$ cat config.mk
export PLATFORM = sky130hd
export DESIGN_NAME = pidt_mac
export DESIGN_NICKNAME = d
export VERILOG_FILES = /design/src/rtl/pidt_pkg.sv /design/src/rtl/pidt_mac.sv
export SDC_FILE = /design/constraint.sdc
export NUM_CORES = 2
export LEC_CHECK = 0
export ABC_AREA = 1
export CAP_MARGIN = 20
export CORE_ASPECT_RATIO = 0.7
export CORE_MARGIN = 2
export CORE_UTILIZATION = 60
export DETAILED_ROUTE_END_ITERATION = 8
export DONT_BUFFER_PORTS = 1
export PLACE_DENSITY_LB_ADDON = 0.1
export SLEW_MARGIN = 10
export SYNTH_ARGS = -nofsm -noshare
export SYNTH_HDL_FRONTEND = slang
export SYNTH_SLANG_ARGS = --single-unit
$ cat constraint.sdc
create_clock -name clk -period 8.8 [get_ports clk]
set_input_delay 0.44 -clock clk [delete_from_list [all_inputs] [get_ports clk]]
set_output_delay 0.44 -clock clk [all_outputs]
set_load 0.05 [all_outputs]
$ cat src/rtl/pidt_pkg.sv
// ----------------------------------------------------------------------------
// pidt_pkg: shared definitions for the three-form PID controller
// Formats, register indexes, mode codes, sequencer states and the control
// structs that pass between the sequencer, the shared multiply-accumulate
// unit and the top level.
// ----------------------------------------------------------------------------
package pidt_pkg;

  // Data values are Q16.16, coefficients are Q8.24.
  localparam int DATA_W     = 32;
  localparam int COEF_W     = 32;
  localparam int COEF_FRAC  = 24;
  localparam int SUM_W      = DATA_W + 16;

  // The multiplier operand is split into a low unsigned word and a signed high part.
  localparam int OPND_W     = SUM_W;
  localparam int LO_W       = 32;
  localparam int MUL_A_W    = LO_W + 1;
  localparam int MUL_W      = MUL_A_W + COEF_W;
  localparam int RND_W      = MUL_W - COEF_FRAC;

  // Accumulator of the shared unit: holds a few terms plus the previous output.
  localparam int ACC_W      = 60;

  // Configuration port.
  localparam int CFG_IDX_W  = 3;
  localparam int CFG_DATA_W = 32;

  localparam logic [CFG_IDX_W-1:0] REG_MODE     = 3'd0;
  localparam logic [CFG_IDX_W-1:0] REG_COEF_A   = 3'd1;
  localparam logic [CFG_IDX_W-1:0] REG_COEF_B   = 3'd2;
  localparam logic [CFG_IDX_W-1:0] REG_COEF_C   = 3'd3;
  localparam logic [CFG_IDX_W-1:0] REG_FLT_GAIN = 3'd4;
  localparam logic [CFG_IDX_W-1:0] REG_FLT_FB   = 3'd5;
  localparam logic [CFG_IDX_W-1:0] REG_INIT_OUT = 3'd6;

  // Controller forms.
  typedef logic [1:0] mode_t;
  localparam mode_t MODE_POS  = 2'd0;
  localparam mode_t MODE_IIR  = 2'd1;
  localparam mode_t MODE_FILT = 2'd2;
  localparam mode_t MODE_HOLD = 2'd3;

  // Term sequencing: index of each product term within one sample.
  localparam int OP_IDX_W = 3;
  localparam logic [OP_IDX_W-1:0] OP_FIRST      = 3'd0;
  localparam logic [OP_IDX_W-1:0] OP_LAST_SHORT = 3'd2;
  localparam logic [OP_IDX_W-1:0] OP_LAST_FILT  = 3'd4;
  localparam logic [OP_IDX_W-1:0] OP_FILT_RAW   = 3'd0;
  localparam logic [OP_IDX_W-1:0] OP_FILT_LPF   = 3'd2;

  typedef enum logic [3:0] {
    ST_IDLE,
    ST_PREP,
    ST_LOAD,
    ST_LO,
    ST_HI,
    ST_TERM,
    ST_ACC,
    ST_CLIP,
    ST_DONE
  } pidt_state_t;

  // Phase strobes for the shared multiply-accumulate unit.
  typedef struct packed {
    logic load_opnd;
    logic mul_lo;
    logic mul_hi;
    logic make_term;
    logic accum;
    logic load_acc;
  } mac_ctrl_t;

  // Sequencer status seen by the top level.
  typedef struct packed {
    logic                prep;
    logic                load;
    logic                clip;
    logic                done;
    logic [OP_IDX_W-1:0] op_idx;
  } seq_status_t;

endpackage

$ cat src/rtl/pidt_mac.sv
// ----------------------------------------------------------------------------
// pidt_mac: shared multiply-accumulate unit
// Forms round(operand * coef / 2^COEF_FRAC) with one 33x32 multiplier used
// twice (low word, then high part) and adds or subtracts it into a wide
// accumulator.
// ----------------------------------------------------------------------------
module pidt_mac import pidt_pkg::*; (
  input  logic                     clk,
  input  mac_ctrl_t                ctrl,
  input  logic signed [OPND_W-1:0] opnd_in,
  input  logic signed [COEF_W-1:0] coef_in,
  input  logic                     sub_in,
  input  logic signed [ACC_W-1:0]  load_val,
  output logic signed [ACC_W-1:0]  acc
);

  localparam logic signed [MUL_W-1:0] RND_HALF = MUL_W'(1) <<< (COEF_FRAC - 1);

  logic signed [OPND_W-1:0]  opnd;
  logic signed [COEF_W-1:0]  coef;
  logic                      sub;
  logic signed [MUL_W-1:0]   prod;
  logic signed [RND_W-1:0]   rnd;
  logic signed [ACC_W-1:0]   term;

  logic signed [MUL_A_W-1:0] mul_a;
  logic signed [MUL_W-1:0]   mul_p;
  logic signed [MUL_W-1:0]   rnd_full;
  logic signed [ACC_W-1:0]   term_next;

  // Multiplier input: low word as unsigned, or the signed high part.
  always_comb begin
    if (ctrl.mul_hi) begin
      mul_a = MUL_A_W'($signed(opnd[OPND_W-1:LO_W]));
    end else begin
      mul_a = $signed({1'b0, opnd[LO_W-1:0]});
    end
  end

  assign mul_p = mul_a * coef;

  // Round the low partial product to nearest, ties upward.
  assign rnd_full = (prod + RND_HALF) >>> COEF_FRAC;

  // Recombine: the high partial product carries weight 2^(LO_W - COEF_FRAC).
  assign term_next = (ACC_W'(prod) <<< (LO_W - COEF_FRAC)) + ACC_W'(rnd);

  // Operand, partial products, term and accumulator registers.
  always_ff @(posedge clk) begin
    if (ctrl.load_opnd) begin
      opnd <= opnd_in;
      coef <= coef_in;
      sub  <= sub_in;
    end
    if (ctrl.mul_lo || ctrl.mul_hi) begin
      prod <= mul_p;
    end
    if (ctrl.mul_hi) begin
      rnd <= rnd_full[RND_W-1:0];
    end
    if (ctrl.make_term) begin
      term <= term_next;
    end
    if (ctrl.load_acc) begin
      acc <= load_val;
    end else if (ctrl.accum) begin
      acc <= sub ? (acc - term) : (acc + term);
    end
  end

endmodule

==> flow_metrics.env <==
export IMPL_ys_warn_count=0
export IMPL_final_util_pct=65.50
export IMPL_cp_max_fo=13
export IMPL_crit_chain="nand2_4, inv_2, buf_4, a21oi_2, inv_2, buf_4, nand2_1, fa_1, fa_1, fa_1, fa_1, inv_1, fa_1, fa_1, fa_1, fa_1, ha_1, nand2_1, o21ai_0, a21oi_1, o21ai_0, nand2_1, nand4_1, nand2_1"
export IMPL_avgSynthCellArea_sq_um=8.036
export IMPL_syn_to_final_growth_pct=7.841
export IMPL_dr_pass1_iters=8
export IMPL_multiInputGateArea_sq_um=43560
export IMPL_tns_ns=0
export IMPL_final_cell_mix="nand2_1, inv_1, fa_1, nor2_1, edfxtp_1"
export IMPL_die_w_um=381.0
export IMPL_r2r_cells=24
export IMPL_synth_fp_nets=8987
export IMPL_fmax_ghz=0.1197
export IMPL_ioPinCount=208
export IMPL_num_vias=53186
export IMPL_cts_resized=0
export IMPL_num_nets_final=9125
export IMPL_synth_top_area_share_pct=37.37
export IMPL_cp_required_ns=9.15
export IMPL_async_reset_ff_share_pct=0
export IMPL_worstSetupPathType="register to register"
export IMPL_first_iter_violations=7327
export IMPL_status="finished, final reports clean"
export IMPL_numPortBuffers=0
export IMPL_first_global_vias=52096
export IMPL_cts_tree="done"
export IMPL_cap_violations=0
export IMPL_ys_seq_area_share_pct=15.45
export IMPL_syn_instance_count=7427
export IMPL_clkSinkCount=307
export IMPL_critPathMaxStageDelay_ns=0.75
export IMPL_cp_arrival_ns=8.71
export IMPL_netlist_area_sq_um=59680
export IMPL_drive_gt1_share_pct=4.980
export IMPL_place_hpwl_um=193100
export IMPL_grt_use_total_pct=46.15
export IMPL_die_area_sq_um=102000
export IMPL_hp_class="primary input to register"
export IMPL_place_congestion=1.080
export IMPL_die_y_um=267.9
export IMPL_finalClockSkew_ns=0.03496
export IMPL_rows=96
export IMPL_whs_ns=0.01736
export IMPL_viasPerCell=5.961
export IMPL_seqCellArea_sq_um=9219
export IMPL_synth_edf_count=307
export IMPL_final_common_cell="nand2_1"
export IMPL_rsz0062_at_grt="false"
export IMPL_drcViolationCount=0
export IMPL_grt_max_degree=71
export IMPL_critPathLaunchType="register"
export IMPL_drt_total_wl_um=231300
export IMPL_clk_insertion_delay_late_ns=0.63
export IMPL_fin_crit_sh_pct=94.92
export IMPL_clockBufferDepth=3
export IMPL_slew_headroom_pct=5.512
export IMPL_finalHoldViolCount=0
export IMPL_path_clk_slew_ns=0.07
export IMPL_synth_largest_area_cell="fa_1"
export IMPL_ys_dominant_reg_cell="edfxtp_1"
export IMPL_cts_root_buf="clkbuf_16"
export IMPL_cpMostUsedCell="fa_1"
export IMPL_cts_max_level=2
export IMPL_grt_pass1_wl_um=341300
export IMPL_ys_ff_latch=307
export IMPL_synth_cell_types=51
export IMPL_crit_slowest_cell="fa_1"
export IMPL_num_fill_cells=8466
export IMPL_wl_per_cell_um=25.93
export IMPL_cts_made_buffers=36
export IMPL_post_route_min_period_ns=8.353
export IMPL_antenna_found_initial=11
export IMPL_core_sq_um=98250
export IMPL_ff2ff_setup_slack_ns=0.45
export IMPL_tightest_slew_ns=1.403
export IMPL_cp_end_kind="register"
export IMPL_hold_depth=2
export IMPL_setup_viol=0
export IMPL_drv_slew=0
export IMPL_synthTopCellsByArea="fa_1, edfxtp_1, nand2_1"
export IMPL_antenna_left=0
export IMPL_start_util_pct=60.74
export IMPL_gr_total_overflow=0
==> critical path: cells and delay by family (launching register included) <==
kind	cells	cell delay, ns
adder cells (fa/ha/maj)	9	4.80
AND/OR/NAND/NOR	6	0.79
AO/OA/AOI/OAI	4	1.10
flip-flops	1	0.39
buffers and inverters	5	0.98
==> registers in the layout, indices dropped and copies added, names as in the netlist <==
name  count
acc      60
coef     32
opnd     48
prod     65
rnd      41
sub       1
term     60
==> cell usage after synthesis (30+ instances only) <==
cell / n
nor2_1: 997
buf_2: 66
nand3_1: 260
ha_1: 298
fa_1: 1114
xnor2_1: 64
o21ai_0: 142
edfxtp_1: 307
nand2_1: 1694
inv_2: 30
clkbuf_1: 114
o21bai_1: 38
xor2_1: 125
nor3_1: 54
inv_1: 1583
nand4_1: 76
or2_2: 46
a21oi_1: 246
==> stage by stage <==
stage,instance area (sq um),worst slack [ns],cells
finish,64360,0.4469,8922
global route,64350,0.3196,8916
CTS,64340,0.7313,8914
detailed placement,61790,0.6422,8724
global placement,61790,0.6330,8724
floorplan,59680,1.240,7427
==> worst paths after layout <==
path | start | end
max | opnd[47] | prod[51]
min | load_val[54] | acc[54]
max reg2reg | opnd[47] | prod[51]
min reg2reg | rnd[3] | term[3]
==> cells by family after synthesis <==
group	count (synthesis)	share of synthesized area, %
AND/OR/NAND/NOR	3218	22.09
buffers and inverters	1815	11.59
adder cells (fa/ha/maj)	1412	43.62
AO/OA/AOI/OAI	486	4.484
flip-flops	307	15.45
XOR/XNOR	189	2.774
==> metal layers <==
metal  vias up  GRT usage [%]  routed length [um]
li1      22560              -                   -
met4        12          10.92                7019
met5         -          2.778                 396
met2      4328          56.53               81700
met3       488          28.21               49150
met1     25798          67.26               93060
==> area by class of cell <==
| type | instances | area share [%] |
|---|---|---|
| multi-input combinational | 5305 | 67.68 |
| antenna | 8 | 0.03110 |
| clock inverter | 22 | 0.4782 |
| inverter | 1624 | 9.471 |
| clock buffer | 42 | 1.435 |
| sequential | 307 | 14.32 |
| timing repair buffer | 291 | 4.009 |
| tap | 1323 | 2.572 |
==> what timing repair did <==
item                                    in CTS  in global routing
endpoints found under the hold margin      276                  0
setup buffers                                0                  0
hold buffers                               126                  0
endpoints found under the setup margin       0                  0
Power is left out: the tool's default activity adds up to more than one toggle a clock period on the data nets, which glitch-free logic cannot reach.
