### config.mk
export PLATFORM = sky130hd
export DESIGN_NAME = pidt_seq
export DESIGN_NICKNAME = d
export VERILOG_FILES = /design/src/rtl/pidt_pkg.sv /design/src/rtl/pidt_seq.sv
export SDC_FILE = /design/constraint.sdc
export NUM_CORES = 1
export LEC_CHECK = 0
export BUFFER_PORTS_ARGS = -buffer_cell sky130_fd_sc_hd__clkbuf_2
export CORE_ASPECT_RATIO = 1.25
export CORE_MARGIN = 2
export CORE_UTILIZATION = 30
export CTS_BUF_LIST = sky130_fd_sc_hd__clkbuf_4 sky130_fd_sc_hd__clkbuf_8
export CTS_CLUSTER_SIZE = 8
export DETAILED_ROUTE_END_ITERATION = 8
export PLACE_DENSITY_LB_ADDON = 0.2
export SYNTH_ARGS = -nofsm -noshare
export SYNTH_HDL_FRONTEND = slang
export SYNTH_SLANG_ARGS = --single-unit
export TNS_END_PERCENT = 50
### constraint.sdc
create_clock -name clk -period 1.9 [get_ports clk]
set_input_delay 0.38 -clock clk [delete_from_list [all_inputs] [get_ports clk]]
set_output_delay 0.38 -clock clk [all_outputs]
set_load 0.05 [all_outputs]
### src/rtl/pidt_pkg.sv
// ----------------------------------------------------------------------------
// pidt_pkg: shared definitions for the three-form PID controller
// Formats, register indexes, mode codes, sequencer states and the control
// structs that pass between the sequencer, the shared multiply-accumulate
// unit and the top level.
// ----------------------------------------------------------------------------
package pidt_pkg;

  // Data values are Q16.16, coefficients are Q8.24.
  localparam int DATA_W     = 32;
  localparam int COEF_W     = 32;
  localparam int COEF_FRAC  = 24;
  localparam int SUM_W      = DATA_W + 16;

  // The multiplier operand is split into a low unsigned word and a signed high part.
  localparam int OPND_W     = SUM_W;
  localparam int LO_W       = 32;
  localparam int MUL_A_W    = LO_W + 1;
  localparam int MUL_W      = MUL_A_W + COEF_W;
  localparam int RND_W      = MUL_W - COEF_FRAC;

  // Accumulator of the shared unit: holds a few terms plus the previous output.
  localparam int ACC_W      = 60;

  // Configuration port.
  localparam int CFG_IDX_W  = 3;
  localparam int CFG_DATA_W = 32;

  localparam logic [CFG_IDX_W-1:0] REG_MODE     = 3'd0;
  localparam logic [CFG_IDX_W-1:0] REG_COEF_A   = 3'd1;
  localparam logic [CFG_IDX_W-1:0] REG_COEF_B   = 3'd2;
  localparam logic [CFG_IDX_W-1:0] REG_COEF_C   = 3'd3;
  localparam logic [CFG_IDX_W-1:0] REG_FLT_GAIN = 3'd4;
  localparam logic [CFG_IDX_W-1:0] REG_FLT_FB   = 3'd5;
  localparam logic [CFG_IDX_W-1:0] REG_INIT_OUT = 3'd6;

  // Controller forms.
  typedef logic [1:0] mode_t;
  localparam mode_t MODE_POS  = 2'd0;
  localparam mode_t MODE_IIR  = 2'd1;
  localparam mode_t MODE_FILT = 2'd2;
  localparam mode_t MODE_HOLD = 2'd3;

  // Term sequencing: index of each product term within one sample.
  localparam int OP_IDX_W = 3;
  localparam logic [OP_IDX_W-1:0] OP_FIRST      = 3'd0;
  localparam logic [OP_IDX_W-1:0] OP_LAST_SHORT = 3'd2;
  localparam logic [OP_IDX_W-1:0] OP_LAST_FILT  = 3'd4;
  localparam logic [OP_IDX_W-1:0] OP_FILT_RAW   = 3'd0;
  localparam logic [OP_IDX_W-1:0] OP_FILT_LPF   = 3'd2;

  typedef enum logic [3:0] {
    ST_IDLE,
    ST_PREP,
    ST_LOAD,
    ST_LO,
    ST_HI,
    ST_TERM,
    ST_ACC,
    ST_CLIP,
    ST_DONE
  } pidt_state_t;

  // Phase strobes for the shared multiply-accumulate unit.
  typedef struct packed {
    logic load_opnd;
    logic mul_lo;
    logic mul_hi;
    logic make_term;
    logic accum;
    logic load_acc;
  } mac_ctrl_t;

  // Sequencer status seen by the top level.
  typedef struct packed {
    logic                prep;
    logic                load;
    logic                clip;
    logic                done;
    logic [OP_IDX_W-1:0] op_idx;
  } seq_status_t;

endpackage

### src/rtl/pidt_seq.sv
// ----------------------------------------------------------------------------
// pidt_seq: sample sequencer
// Steps each sample through its product terms on the shared unit, with
// clipping points between them in the filtered form, and waits for the
// output register to be free before finishing.
// ----------------------------------------------------------------------------
module pidt_seq import pidt_pkg::*; (
  input  logic        clk,
  input  logic        rst,
  input  logic        start,
  input  mode_t       mode,
  input  logic        out_free,
  output mac_ctrl_t   ctrl,
  output seq_status_t status,
  output logic        busy
);

  pidt_state_t         state, state_next;
  logic [OP_IDX_W-1:0] op_idx, op_idx_next;
  logic [OP_IDX_W-1:0] op_last;
  logic                clip_point;

  // State and term index registers.
  always_ff @(posedge clk) begin
    if (rst) begin
      state  <= ST_IDLE;
      op_idx <= OP_FIRST;
    end else begin
      state  <= state_next;
      op_idx <= op_idx_next;
    end
  end

  assign op_last    = (mode == MODE_FILT) ? OP_LAST_FILT : OP_LAST_SHORT;
  assign clip_point = (mode == MODE_FILT) &&
                      ((op_idx == OP_FILT_RAW) || (op_idx == OP_FILT_LPF));

  // Next state and phase strobes.
  always_comb begin
    state_next  = state;
    op_idx_next = op_idx;
    ctrl        = '0;
    case (state)
      ST_IDLE: begin
        if (start) begin
          state_next = ST_PREP;
        end
      end
      ST_PREP: begin
        ctrl.load_acc = 1'b1;
        op_idx_next   = OP_FIRST;
        state_next    = (mode == MODE_HOLD) ? ST_DONE : ST_LOAD;
      end
      ST_LOAD: begin
        ctrl.load_opnd = 1'b1;
        state_next     = ST_LO;
      end
      ST_LO: begin
        ctrl.mul_lo = 1'b1;
        state_next  = ST_HI;
      end
      ST_HI: begin
        ctrl.mul_hi = 1'b1;
        state_next  = ST_TERM;
      end
      ST_TERM: begin
        ctrl.make_term = 1'b1;
        state_next     = ST_ACC;
      end
      ST_ACC: begin
        ctrl.accum = 1'b1;
        if (clip_point) begin
          state_next = ST_CLIP;
        end else if (op_idx == op_last) begin
          state_next = ST_DONE;
        end else begin
          op_idx_next = op_idx + 1'b1;
          state_next  = ST_LOAD;
        end
      end
      ST_CLIP: begin
        ctrl.load_acc = 1'b1;
        op_idx_next   = op_idx + 1'b1;
        state_next    = ST_LOAD;
      end
      ST_DONE: begin
        if (out_free) begin
          state_next = ST_IDLE;
        end
      end
      default: begin
        state_next = ST_IDLE;
      end
    endcase
  end

  assign status.prep   = (state == ST_PREP);
  assign status.load   = (state == ST_LOAD);
  assign status.clip   = (state == ST_CLIP);
  assign status.done   = (state == ST_DONE) && out_free;
  assign status.op_idx = op_idx;
  assign busy          = (state != ST_IDLE);

endmodule

==> qor.yml, run 1 <==
run_status:
  status: "complete, no violations"
clock_network:
  cts_made_buffers: 3
  cts_tree: "yes"
  cts.clk_slew.worst_paths_ns: 0.06
  clkLatencyLatePin_ns: 0.25
  cts-root-buf: "clkbuf_4"
  clock_path_buffers: 2
  holdBufCountCts: 0
  numClockSinks: 7
  cts_htree_levels: 1
power:
  powerDensity_mw_per_mm2: 618
  max-vdd-ir-drop_mv: 0.277
  leakage_nw: 0.338
  total_power_mw: 0.484
floorplan:
  dieArea_mm2: 0.00246
  rows: 18
  core-area_mm2: 0.00196
  die_h_um: 54.9
  start_util: 0.317
  die_w_um: 44.7
  io_pins: 20
sta:
  finalHoldViolCount: 0
  post-route-min-period_ns: 1.83
  worst_pin_slew_ns: 0.406
  maxSlewHeadroom: 0.729
  max_freq_mhz: 546
  skew_ns: 0.00124
  fin_hold_ws_ns: 0.403
  setup_viol: 0
  fin_ws_ns: 0.0700
  slew_violations: 0
  post-route-period-util: 0.963
  rsz0062_at_grt: "no"
synthesis:
  synthDistinctLibCells: 37
  synthCells: 73
  yosysSeqAreaShare: 0.225
  synth-seq-cells: 7
  yosys_warnings: 0
  synth_flop_cell: "dfxtp_1"
  netlist_area_um2: 622
  avgSynthCellArea_um2: 8.52
  synth_edf_count: 0
  postSynthNetCount: 82
  async_reset_ff_frac: 0
cells_and_area:
  fin_area_um2: 782
  area_growth_pct: 25.8
  finalNetCount: 105
  final_cell_mix: "17 x clkbuf_2, 11 x nor2_1, 5 x clkbuf_4, 5 x dfxtp_1"
  final_core_util: 0.399
  n_fill_cell: 224
  final_common_cell: "clkbuf_2"
  drive_gt1_frac: 0.453
  n_antenna_cell: 0
route:
  drt-initial-drc-count: 7
  wire_per_inst_um: 12.4
  drc: 0
  vias: 615
  viasPerCell: 5.35
  first_pass_iters: 4
  drt-total-wl_um: 1430
  final_antenna_net_count: 0
worst_setup_path:
  setup.worst_path.class: "register to primary output"
  start_kind: "register"
  cp.required_ns: 1.52
  crit_path_end_kind: "primary output"
  path_max_fanout: 11
  crit_arrival_ns: 1.45
grt:
  grt_max_degree: 15
  grt_pass1_wl_um: 2460
  grt_antenna_before_repair: 0
  track_usage: 0.138
  first_global_vias: 550
  grt-ovfl-total: 0
hold_path:
  hold_path_class: "primary input to register"
placement:
  dp_slack_ns: 0.292
  dpl_cell_area_um2: 747
  dp_hpwl_um: 1130
  io_buffers: 19
  gp_congestion: 0.738
job:
  maxCapViolCount: 0
==> layout make-up <==
class / instances / area (um2) / share of cell area
multi-input cells: 56 / 438 / 0.560
flip-flops and latches: 7 / 143 / 0.182
repair buffers: 23 / 128 / 0.163
clock buffers: 4 / 30.0 / 0.0384
well taps: 20 / 25.0 / 0.0320
inverters: 5 / 18.8 / 0.0240
==> worst max-delay path, stage by stage, from the launching register on <==
cell     delay, ns
dfxtp_1       0.43
nor3_4        0.26
a21o_1        0.21
buf_2         0.29
==> through the flow <==
stage / setup TNS [ns] / cells
after CTS: 0 / 115
after global placement: 0 / 111
after global routing: 0 / 115
final: 0 / 115
after detailed placement: 0 / 111
after floorplan: -0.0710 / 73
==> power breakdown <==
| group | total [mW] | leakage (nW) | switching [mW] | internal (mW) |
|---|---|---|---|---|
| logic | 0.165 | 0.262 | 0.116 | 0.0495 |
| registers | 0.164 | 0.0578 | 0.00984 | 0.154 |
| clock network | 0.155 | 0.0184 | 0.0600 | 0.0947 |
==> synth_stat cells, drive strengths merged, types with 2 or more instances <==
cell	count	area share
buf	5	0.058
dfxtp	7	0.23
and2	2	0.024
nor3	5	0.056
o2111ai	2	0.028
inv	5	0.030
nand2b	5	0.078
a21oi	3	0.024
o41ai	4	0.056
nand2	4	0.028
ha	3	0.060
a211oi	2	0.044
nor2	12	0.076
==> state kept, by name, indices dropped and copies added (netlist names) <==
name and count:
op_idx 3, state 4
==> path summary, 6_finish.rpt <==
kind             start         to  slack [ns]  cells past startpoint
max           state[3]    ctrl[0]        0.07                      3
min                rst   state[2]        0.40                      2
max reg2reg  op_idx[1]  op_idx[0]        0.31                      7
min reg2reg   state[1]   state[1]        0.57                      2
==> layer usage <==
metal / track usage / routed length [um] / vias to the layer above
li1: - / - / 309
met1: 0.151 / 623 / 283
met2: 0.246 / 703 / 21
met3: 0.0487 / 91 / 2
met4: 0.0455 / 10 / 0
met5: 0 / 0 / -
==> repair_timing <==
action	in CTS	in global routing
setup buffers	0	0
setup endpoints to repair	0	3
hold endpoints to repair	0	0
gates resized for setup	0	5
==> kinds of logic (layout without fill, tap and decap cells) <==
kind of cell / count (synthesis) / count (layout) / synth area share
compound gates: 16 / 16 / 0.235
mux: 1 / 1 / 0.0362
simple gates: 36 / 36 / 0.354
flops: 7 / 7 / 0.225
fa+ha+maj: 3 / 3 / 0.0604
buf+inv: 10 / 32 / 0.0885
No activity file was read; power rests on OpenSTA's default activity.
==> inputs of run 2 (changes only) <==
--- a/config.mk
+++ b/config.mk
@@ -7,7 +7,7 @@
 export LEC_CHECK = 0
 export BUFFER_PORTS_ARGS = -buffer_cell sky130_fd_sc_hd__clkbuf_2
 export CORE_ASPECT_RATIO = 1.25
-export CORE_MARGIN = 2
+export CORE_MARGIN = 10
 export CORE_UTILIZATION = 30
 export CTS_BUF_LIST = sky130_fd_sc_hd__clkbuf_4 sky130_fd_sc_hd__clkbuf_8
 export CTS_CLUSTER_SIZE = 8
==> qor.yml, run 2 (synthesis results as in run 1) <==
route:
  drt-initial-drc-count: 6
  vias: 602
  drt-total-wl_um: 1610
  final_antenna_net_count: 0
  first_pass_iters: 4
  wire_per_inst_um: 14.0
  viasPerCell: 5.23
  drc: 0
floorplan:
  core-area_mm2: 0.00198
  rows: 18
  start_util: 0.314
  dieArea_mm2: 0.00431
  die_w_um: 60.7
  die_h_um: 70.9
  io_pins: 20
cells_and_area:
  drive_gt1_frac: 0.453
  n_antenna_cell: 0
  finalNetCount: 105
  final_core_util: 0.395
  multi_input_area_um2: 438
  largestRegisters: "state (4), op_idx (3)"
  final_cell_mix: "15 x clkbuf_2, 11 x nor2_1, 5 x clkbuf_4, 5 x dfxtp_1"
  fin_area_um2: 782
  seq_area_um2: 143
  final_cells: 115
  area_growth_pct: 25.8
  final_common_cell: "clkbuf_2"
  top_register: "state"
  n_fill_cell: 220
  largest_reg_flops: 4
sta:
  fin_setup_tns_ns: 0
  rsz0062_at_grt: "no"
  max_freq_mhz: 555
  post-route-period-util: 0.949
  setup_viol: 0
  slew_violations: 0
  maxSlewHeadroom: 0.714
  worst_pin_slew_ns: 0.423
  skew_ns: 0.00164
  finalHoldViolCount: 0
  fin_hold_ws_ns: 0.412
  post-route-min-period_ns: 1.80
placement:
  dpl_cell_area_um2: 747
  io_buffers: 19
  dp_cells: 111
  gp_congestion: 0.748
  dp_hpwl_um: 1320
worst_setup_path:
  crit_path_end_kind: "primary output"
  setup.worst_path.class: "register to primary output"
  start_kind: "register"
  path_max_fanout: 11
  crit_arrival_ns: 1.42
  cp.required_ns: 1.52
power:
  max-vdd-ir-drop_mv: 0.309
  powerDensity_mw_per_mm2: 621
  leakage_nw: 0.339
grt:
  grt_antenna_before_repair: 0
  track_usage: 0.0830
  grt_max_degree: 12
  grt-ovfl-total: 0
  first_global_vias: 625
  grt_pass1_wl_um: 2840
clock_network:
  cts.clk_slew.worst_paths_ns: 0.05
  numClockSinks: 7
  clock_path_buffers: 2
  cts-root-buf: "clkbuf_4"
  cts_tree: "yes"
  cts_made_buffers: 3
  cts_htree_levels: 1
  post_cts_buffers: 0
  clkLatencyLatePin_ns: 0.26
job:
  maxCapViolCount: 0
hold_path:
  hold_path_class: "primary input to register"
run_status:
  status: "complete, no violations"
==> run 2: cell count changes in the layout (fill, tap and decap cells not counted), sizes merged <==
cell | before | now
buf | 5 | 7
clkbuf | 22 | 20
==> run 2: final timing paths <==
kind                                 from         to  slack [ns]  depth (start not counted)
worst max-delay path             state[3]    ctrl[0]         0.1                          3
worst min-delay path                  rst   state[2]        0.41                          2
worst max register to register  op_idx[0]  op_idx[1]        0.31                          7
worst min register to register   state[0]   state[0]        0.54                          1
==> run 2: critical path: stages, from the launching register on <==
cell and delay, ns:
dfxtp_1 0.43, nor2_2 0.30, a21o_1 0.17, buf_2 0.26
==> run 2: cell type report <==
class                           count  area share
Multi-Input combinational cell     56       0.560
Sequential cell                     7       0.182
Timing Repair Buffer               23       0.163
Clock buffer                        4      0.0384
Tap cell                           20      0.0320
Inverter                            5      0.0240
==> run 2: power breakdown <==
part	switching [mW]	leakage (nW)	total, mW	internal [mW]
clock network	0.0571	0.0184	0.152	0.0945
registers	0.0118	0.0576	0.166	0.154
logic	0.115	0.263	0.168	0.0529
==> run 2: metrics by stage <==
step | total power, mW | worst slack (ns)
finish | 0.486 | 0.0968
global route | 0.521 | 0.00942
CTS | 0.493 | 0.0146
detailed placement | 0.338 | 0.279
global placement | 0.338 | 0.314
floorplan | 0.296 | -0.0710
==> run 2: timing repair <==
action / CTS / global route
resized for setup: 0 / 7
hold buffers: 0 / 0
setup endpoints to repair: 0 / 5
==> run 2: routing by layer <==
metal	track usage	up-vias	wire length, um
met5	0	-	0
met4	0.0293	0	25
met3	0.0411	4	116
met2	0.142	13	839
met1	0.0828	280	625
li1	-	305	-
